**src/design/sti_pkg.sv**
```systemverilog
`timescale 1ns / 1ps
// ----------------------------------------------------------------------------
// sti_pkg
// Shared types, constants and reset values for the scanline timing core.
// ----------------------------------------------------------------------------
package sti_pkg;

   localparam int NumCtrlRegsDefault = 11;

   localparam logic [1:0] ACT_TICK   = 2'd0;
   localparam logic [1:0] ACT_WRITE  = 2'd1;
   localparam logic [1:0] ACT_STATUS = 2'd2;
   localparam logic [1:0] ACT_SPRITE = 2'd3;

   localparam logic [0:0] CSR_CYCLES_PER_LINE = 1'd0;
   localparam logic [0:0] CSR_HANDHELD_MODE   = 1'd1;

   localparam logic [3:0] REG_MODE0  = 4'd0;
   localparam logic [3:0] REG_MODE1  = 4'd1;
   localparam logic [3:0] REG_SPRGEN = 4'd6;
   localparam logic [3:0] REG_VSCROLL = 4'd9;
   localparam logic [3:0] REG_LINECNT = 4'd10;

   localparam logic [8:0] LINE_VISIBLE    = 9'd192;
   localparam logic [8:0] LINE_FRAME_IRQ  = 9'd193;
   localparam logic [8:0] LINE_PORT_JUMP  = 9'd219;
   localparam logic [8:0] LINES_PER_FRAME = 9'd262;
   localparam logic [8:0] HH_FIRST        = 9'd24;
   localparam logic [8:0] HH_END          = 9'd168;
   localparam logic [7:0] PORT_JUMP_VALUE = 8'd213;
   localparam logic [8:0] ACC_MAX         = 9'd511;
   localparam logic [7:0] CPL_RESET       = 8'd228;
   localparam logic [7:0] LDC_RESET       = 8'hFF;
   localparam logic [7:0] STATUS_LOW_BITS = 8'h1F;

   typedef struct packed {
      logic [1:0] action;
      logic [6:0] cycle_count;
      logic [3:0] reg_index;
      logic [7:0] write_value;
      logic       overflow_seen;
      logic       collision_seen;
   } sti_item_type;

   typedef struct packed {
      logic [7:0] status_byte;
      logic       irq_request;
      logic [7:0] port_line_count;
      logic [7:0] scroll_latched;
      logic       render_strobe;
      logic [7:0] render_line;
   } sti_result_type;

   typedef struct packed {
      logic [7:0] cycles_per_line;
      logic       handheld_mode;
   } sti_cfg_type;

   function automatic logic [7:0] ctrl_reset_value(input logic [3:0] idx);
      logic [7:0] v;
      case (idx)
         REG_MODE0:  v = 8'h36;
         REG_MODE1:  v = 8'h80;
         REG_SPRGEN: v = 8'hFB;
         default:    v = 8'hFF;
      endcase
      return v;
   endfunction

endpackage

```
**src/design/sti_engine.sv**
```systemverilog
`timescale 1ns / 1ps
// ----------------------------------------------------------------------------
// sti_engine
// Timing state, control registers and the one-pass update for each beat.
// ----------------------------------------------------------------------------
module sti_engine import sti_pkg::*; #(
   parameter int NUM_CTRL_REGS = NumCtrlRegsDefault
) (
   input  logic           clock,
   input  logic           reset,
   input  logic           go,
   input  sti_item_type   item,
   input  sti_cfg_type    cfg,
   output sti_result_type result
);

   logic [8:0] acc_ff, acc_in;
   logic [8:0] line_ff, line_in;
   logic [7:0] port_ff, port_in;
   logic [7:0] ldc_ff, ldc_in;
   logic [7:0] scroll_ff, scroll_in;
   logic       frame_ff, frame_in;
   logic       linep_ff, linep_in;
   logic       ovf_ff, ovf_in;
   logic       col_ff, col_in;
   logic [7:0] ctrl_ff [NUM_CTRL_REGS];
   logic [7:0] ctrl_in [NUM_CTRL_REGS];

   logic [9:0] acc_sum;
   logic [8:0] acc_sat;
   logic [8:0] line_next;
   logic [7:0] ldc_dec;
   logic       active;

   always_comb begin
      acc_sum   = {1'b0, acc_ff} + {3'b0, item.cycle_count};
      acc_sat   = (acc_sum > {1'b0, ACC_MAX}) ? ACC_MAX : acc_sum[8:0];
      line_next = line_ff + 9'd1;
      ldc_dec   = ldc_ff - 8'd1;
      active    = !cfg.handheld_mode || (line_ff >= HH_FIRST && line_ff < HH_END);

      acc_in    = acc_ff;
      line_in   = line_ff;
      port_in   = port_ff;
      ldc_in    = ldc_ff;
      scroll_in = scroll_ff;
      frame_in  = frame_ff;
      linep_in  = linep_ff;
      ovf_in    = ovf_ff;
      col_in    = col_ff;
      ctrl_in   = ctrl_ff;
      result    = '0;

      case (item.action)
         ACT_TICK: begin
            acc_in = acc_sat;
            if (acc_sat >= {1'b0, cfg.cycles_per_line}) begin
               acc_in  = acc_sat - {1'b0, cfg.cycles_per_line};
               line_in = line_next;
               port_in = port_ff + 8'd1;
               if (line_ff < LINE_VISIBLE) begin
                  ldc_in = ldc_dec;
                  if (ldc_dec == 8'hFF) begin
                     linep_in = 1'b1;
                     ldc_in   = ctrl_ff[REG_LINECNT];
                  end
                  if (ctrl_ff[REG_MODE1][6] && active) begin
                     result.render_strobe = 1'b1;
                     result.render_line   = line_ff[7:0];
                  end
               end
               if (line_next == LINE_FRAME_IRQ) begin
                  frame_in  = 1'b1;
                  scroll_in = ctrl_ff[REG_VSCROLL];
                  ldc_in    = ctrl_ff[REG_LINECNT];
               end else if (line_next == LINE_PORT_JUMP) begin
                  port_in = PORT_JUMP_VALUE;
               end else if (line_next >= LINES_PER_FRAME) begin
                  line_in = '0;
                  port_in = '0;
               end
            end
         end
         ACT_WRITE: begin
            for (int i = 0; i < NUM_CTRL_REGS; i++) begin
               if (item.reg_index == 4'(i)) begin
                  ctrl_in[i] = item.write_value;
               end
            end
            if (line_ff >= LINE_VISIBLE) begin
               if (item.reg_index == REG_VSCROLL) begin
                  scroll_in = item.write_value;
               end
               if (item.reg_index == REG_LINECNT) begin
                  ldc_in = item.write_value;
               end
            end
         end
         ACT_STATUS: begin
            result.status_byte = STATUS_LOW_BITS | {frame_ff, ovf_ff, col_ff, 5'b0};
            frame_in = 1'b0;
            linep_in = 1'b0;
            ovf_in   = 1'b0;
            col_in   = 1'b0;
         end
         default: begin
            ovf_in = ovf_ff | item.overflow_seen;
            col_in = col_ff | item.collision_seen;
         end
      endcase

      result.irq_request     = (frame_in && ctrl_in[REG_MODE1][5])
                             || (linep_in && ctrl_in[REG_MODE0][4]);
      result.port_line_count = port_in;
      result.scroll_latched  = scroll_in;
   end

   always_ff @(posedge clock) begin
      if (reset) begin
         acc_ff    <= '0;
         line_ff   <= '0;
         port_ff   <= '0;
         ldc_ff    <= LDC_RESET;
         scroll_ff <= '0;
         frame_ff  <= 1'b0;
         linep_ff  <= 1'b0;
         ovf_ff    <= 1'b0;
         col_ff    <= 1'b0;
         for (int i = 0; i < NUM_CTRL_REGS; i++) begin
            ctrl_ff[i] <= ctrl_reset_value(4'(i));
         end
      end else if (go) begin
         acc_ff    <= acc_in;
         line_ff   <= line_in;
         port_ff   <= port_in;
         ldc_ff    <= ldc_in;
         scroll_ff <= scroll_in;
         frame_ff  <= frame_in;
         linep_ff  <= linep_in;
         ovf_ff    <= ovf_in;
         col_ff    <= col_in;
         ctrl_ff   <= ctrl_in;
      end
   end

endmodule

```
**src/design/scanline_timing_interrupts_core.sv**
```systemverilog
`timescale 1ns / 1ps
// ----------------------------------------------------------------------------
// scanline_timing_interrupts_core
// Scanline timing and interrupt unit: line counting, interrupts, status.
// ----------------------------------------------------------------------------
// Takes one beat per clock while the rsp side keeps up and returns one result
// beat per input beat, in order. Each beat is held in the input register,
// where the whole state update is done in a single pass, and its result in
// the result register. While a result waits on a stalled rsp side, one more
// beat is taken into an empty input register; req_tready then stays low until
// the rsp side takes the waiting result.
module scanline_timing_interrupts_core import sti_pkg::*; #(
   parameter int NUM_CTRL_REGS = NumCtrlRegsDefault
) (
   input  logic        clock,
   input  logic        reset,
   input  logic        req_tvalid,
   output logic        req_tready,
   // [6:0] cycle_count, [10:7] reg_index, [18:11] write_value,
   // [19] overflow_seen, [20] collision_seen, [23:21] zero
   input  logic [23:0] req_tdata,
   // [1:0] action
   input  logic [1:0]  req_tuser,
   output logic        rsp_tvalid,
   input  logic        rsp_tready,
   // [7:0] status_byte, [8] irq_request, [16:9] port_line_count,
   // [24:17] scroll_latched, [25] render_strobe, [33:26] render_line,
   // [39:34] zero
   output logic [39:0] rsp_tdata,
   input  logic        csr_we,
   input  logic [0:0]  csr_index,
   input  logic [7:0]  csr_wdata
);

   logic           in_valid_ff;
   sti_item_type   item_ff;
   logic           out_valid_ff;
   sti_result_type result_ff;
   sti_result_type result;
   sti_cfg_type    cfg_ff;
   logic           advance;

   assign advance    = in_valid_ff && (!out_valid_ff || rsp_tready);
   assign req_tready = !in_valid_ff || advance;
   assign rsp_tvalid = out_valid_ff;
   assign rsp_tdata  = {6'b0, result_ff.render_line, result_ff.render_strobe,
                        result_ff.scroll_latched, result_ff.port_line_count,
                        result_ff.irq_request, result_ff.status_byte};

   always_ff @(posedge clock) begin
      if (reset) begin
         cfg_ff.cycles_per_line <= CPL_RESET;
         cfg_ff.handheld_mode   <= 1'b0;
      end else if (csr_we) begin
         case (csr_index)
            CSR_CYCLES_PER_LINE: cfg_ff.cycles_per_line <= csr_wdata;
            CSR_HANDHELD_MODE:   cfg_ff.handheld_mode   <= csr_wdata[0];
            default: ;
         endcase
      end
   end

   always_ff @(posedge clock) begin
      if (reset) begin
         in_valid_ff <= 1'b0;
      end else if (req_tvalid && req_tready) begin
         in_valid_ff <= 1'b1;
      end else if (advance) begin
         in_valid_ff <= 1'b0;
      end
   end

   always_ff @(posedge clock) begin
      if (req_tvalid && req_tready) begin
         item_ff.action         <= req_tuser;
         item_ff.cycle_count    <= req_tdata[6:0];
         item_ff.reg_index      <= req_tdata[10:7];
         item_ff.write_value    <= req_tdata[18:11];
         item_ff.overflow_seen  <= req_tdata[19];
         item_ff.collision_seen <= req_tdata[20];
      end
   end

   sti_engine #(
      .NUM_CTRL_REGS(NUM_CTRL_REGS)
   ) u_engine (
      .clock  (clock),
      .reset  (reset),
      .go     (advance),
      .item   (item_ff),
      .cfg    (cfg_ff),
      .result (result)
   );

   always_ff @(posedge clock) begin
      if (reset) begin
         out_valid_ff <= 1'b0;
      end else if (advance) begin
         out_valid_ff <= 1'b1;
      end else if (rsp_tready) begin
         out_valid_ff <= 1'b0;
      end
   end

   always_ff @(posedge clock) begin
      if (advance) begin
         result_ff <= result;
      end
   end

endmodule
```
**config.mk**
```make
export PLATFORM = sky130hd
export DESIGN_NAME = scanline_timing_interrupts_core
export DESIGN_NICKNAME = d
export VERILOG_FILES = /design/src/design/sti_pkg.sv /design/src/design/sti_engine.sv /design/src/design/scanline_timing_interrupts_core.sv
export SDC_FILE = /design/constraint.sdc
export NUM_CORES = 1
export LEC_CHECK = 0
export ABC_AREA = 1
export BUFFER_PORTS_ARGS = -buffer_cell sky130_fd_sc_hd__buf_2
export CORE_UTILIZATION = 45
export CTS_CLUSTER_SIZE = 14
export DETAILED_ROUTE_END_ITERATION = 6
export GPL_ROUTABILITY_DRIVEN = 0
export PLACE_DENSITY_LB_ADDON = 0.12
export SYNTH_ARGS = -nofsm -noshare
export SYNTH_HDL_FRONTEND = slang
export SYNTH_SLANG_ARGS = --single-unit
```
**constraint.sdc**
```tcl
create_clock -name clock -period 3.9 [get_ports clock]
set_input_delay 0.39 -clock clock [delete_from_list [all_inputs] [get_ports clock]]
set_output_delay 0.39 -clock clock [all_outputs]
set_load 0.03 [all_outputs]
```
==> qor.txt <==
==================================================================================
Run status                                                            finished, final reports clean
Number of detailed-routing iterations run before antenna repair                  4
Remaining Overflow, GRT                                                          0
Final critical-path share of the clock period                               92.34%
Power per unit of standard cell area                                  441.8 nW/um^2
Type of destination of the critical path                                 flip-flop
Share of the yosys chip area belonging to registers                         44.33%
Layout-stage area growth over the synthesis result                          17.03%
Yosys reg bits                                                                 129
WS Path Type                                                            reg -> reg
Die boundary height                                                       126.9 um
Worst-case hold slack                                                     130.8 ps
Max transition margin                                                       23.53%
Placed wire-length estimate after detailed placement                      11150 um
Remaining number of nets flagged by the antenna check after routing              0
Portion of total power attributed to the clock network                       47.8%
Placeable core area                                                    15200 sq um
Iter 0 DRT Violations                                                          342
Startpoint type of the worst setup path                                  flip-flop
Synthesized-area fraction occupied by adder cells                           4.490%
Number of flops mapped to enable cells by yosys                                 53
Mean instance size in the synthesized netlist                          7.708 sq um
Critical path data arrival time                                            3870 ps
Number of maximum-capacitance violations                                         0
Xor-xnor portion of the synthesized cell area                               1.996%
Switching fraction of total power                                           24.79%
Combinational family with the most area after synthesis               simple AND/OR/NAND/NOR gates
Logic depth of the worst register-to-register path                              21
Clock tree from TritonCTS                                                      yes
Required time of the critical path                                         4170 ps
Reported net switching power                                           0.0009001 W
Fraction of synthesized cell area taken by the top area cell type           22.67%
Antenna violations before repair                                                 0
Pre-CTS setup slack                                                       310.0 ps
Cell Area, Synth                                                        7022 sq um
Simple-gate portion of the synthesized area                                 26.66%
Setup Viol. Count Final                                                          0
Average wire per standard cell                                            13.46 um
Number of library cell types mapped by synthesis                                47
Minimum period implied by the final worst setup slack                      3601 ps
Post-layout total power                                                 0.003631 W
Hold-critical path depth                                                         1
Die Wd                                                                    126.9 um
Post-synth top area cell                                                  edfxtp_1
Leakage component of the power                                            3.889 nW
Top cells by instance count after synthesis                           nand2_1 (238), inv_1 (109), dfxtp_1 (76)
Via count                                                                     5983
Hold-fix buffers, CTS                                                            0
Root cell of the clock tree                                              clkbuf_16
Startpoint of the lowest-slack register-to-register path               item_ff[14]
Transition at the pin with the smallest max-transition slack               1141 ps
Worst-path fanout max                                                            8
Yosys synthesis warning count                                                    0
Top cells by area in the synthesized netlist                          edfxtp_1 (23%), dfxtp_1 (22%), nand2_1 (13%)
Num CTS Buffers                                                                 17
Most used flip-flop cell after synthesis                                   dfxtp_1
Antenna diode count                                                              0
Internal cell power                                                     0.002731 W
Classification of the worst-slack hold path                              in -> reg
Sequential cell fraction of total power                                      41.1%
I/O Buffers                                                                     72
Count of nets after finishing                                                 1052
Reg2reg end                                                           u_engine.ldc_ff[5]
Depth of the CTS H-tree                                                          4
Endpoint of the worst hold path                                        item_ff[14]
Number of clock sinks                                                          129
Clock slew seen by the registers of the worst setup and hold paths           60 ps
Area fraction in compound gates after synthesis                             12.85%
Origin of the worst min-delay path                                    req_tdata[0]
Number of design rule violations left after detail routing                       0
Total Routing Usage GR                                                      20.80%
DIE AREA                                                               16110 sq um
Final number of hold-violating endpoints                                         0
Fraction of synthesized area in multiplexers                               0.2851%
Largest net degree at the start of global routing                               55
Dominant cell by count in the synthesized netlist                          nand2_1
IR drop worst, VDD                                                       0.3802 mV
Clk buf depth                                                                    2
Slew Viols, Final                                                                0
Fraction of final layout cells sized beyond drive strength 1                15.88%
Starting density of the core                                                46.19%
Top achievable clock speed                                               277.7 MHz
Wire length of the first global-routing pass                              26100 um
Top-Level Pins                                                                  82
Setup slack of the worst register-to-register path                          300 ps
Number of global-route vias before repair                                     5406
Post-DR vias/cell                                                            5.032
Post-Synthesis Cells                                                           911
Accumulated negative setup slack                                              0 ps
Final routed wirelength across all metal layers                           16010 um
Skew-Pair Late Insertion Delay                                              430 ps
Number of placement rows                                                        45
Fin Clk Skew                                                              7.889 ps
Setup slack after layout                                                  298.6 ps
Ys async rst share                                                              0%
Portion of total power attributed to combinational logic                     11.0%
==================================================================================
cells in the final DEF, fill, tap and decap left out, types with 6 or more instances in the layout:
master,instances
buf_2,72
nand2_1,237
dfxtp_1,76
ha_1,22
nand3_1,74
o211ai_1,21
nor2_2,7
nand2_2,6
xor2_1,11
buf_4,16
inv_1,108
conb_1,6
o21ai_0,60
edfxtp_1,53
a21oi_1,57
nor2_1,75
clkbuf_16,17
final cells by class:
cell class / count / area (sq um)
fill: 1429 / 6984
multi-input combinational: 634 / 3278
sequential: 129 / 3113
timing repair buffer: 90 / 504.2
inverter: 116 / 445.4
clock buffer: 18 / 429.2
tap: 188 / 235.2
clock inverter: 14 / 212.7
how the worst max path moves through the flow:
stage | startpoint | to | slack [ps] | cells past startpoint
floorplan | item_ff[14] | rsp_tdata[18] | 680 | 21
global placement | item_ff[14] | u_engine.acc_ff[4] | 320 | 18
detailed placement | item_ff[14] | u_engine.acc_ff[6] | 310 | 18
CTS | item_ff[14] | u_engine.acc_ff[6] | 280 | 18
global route | item_ff[14] | u_engine.acc_ff[4] | -4 | 21
finish | item_ff[14] | u_engine.ldc_ff[5] | 300 | 21
cell families after synthesis:
kind of cell,count (synthesis)
DFF,129
adders and majority gates,24
and+or+nand+nor,427
buffers and inverters,153
other,1
AOI/OAI and AO/OA,159
xor gates and xnor gates,16
muxes,2
critical path, stage by stage, from the launching register on:
cell and delay [ps]:
edfxtp_1 370, ha_1 270, fa_1 400, nand2_1 90
nand2_1 80, nand2_1 90, nor2_1 50, nor2_1 100
xor2_1 180, nand2_1 110, ha_1 340, nand2_1 100
nor2_1 50, nand2_1 60, nand3_1 100, nand2_2 110
nand4_4 210, buf_6 220, o211ai_4 230, clkinv_4 130
nand2_1 90, nand3_1 60
state kept, by name, summed over array words and instances (netlist names):
register and cells:
u_engine.ctrl_ff 19, in_valid_ff 1, item_ff 23, rsp_tvalid 1, u_engine.col_ff 1, u_engine.ovf_ff 1, u_engine.scroll_ff 8, cfg_ff 9
u_engine.linep_ff 1, u_engine.frame_ff 1, u_engine.acc_ff 9, u_engine.ldc_ff 8, u_engine.port_ff 8, rsp_tdata 30, u_engine.line_ff 9
power groups by stage:
stage	clock [W]	sequential (W)	combinational, W
after floorplan	0	0.00154	0.000261
after global placement	0	0.00152	0.000380
after detailed placement	0	0.00152	0.000380
after CTS	0.00178	0.00149	0.000384
after global routing	0.00183	0.00150	0.000452
final	0.00174	0.00149	0.000401
through the flow:
step / area [sq um] / instances / utilization, %
CTS: 8154 / 1183 / 53.64
global placement: 7512 / 1151 / 49.42
detailed placement: 7512 / 1151 / 49.42
finish: 8218 / 1189 / 54.06
global route: 8218 / 1189 / 54.06
floorplan: 7041 / 916 / -
timing repair:
item                       CTS  global route
setup buffers                0             6
gates resized for setup      0             5
setup endpoints to repair    0            21
metal layers:
layer	wire [um]	track usage (%)
met3	619	4.850
met5	0	0
met2	7370	33.48
met4	243	7.423
met1	7776	27.34
Note: power is estimated with default switching activity, not from simulation.
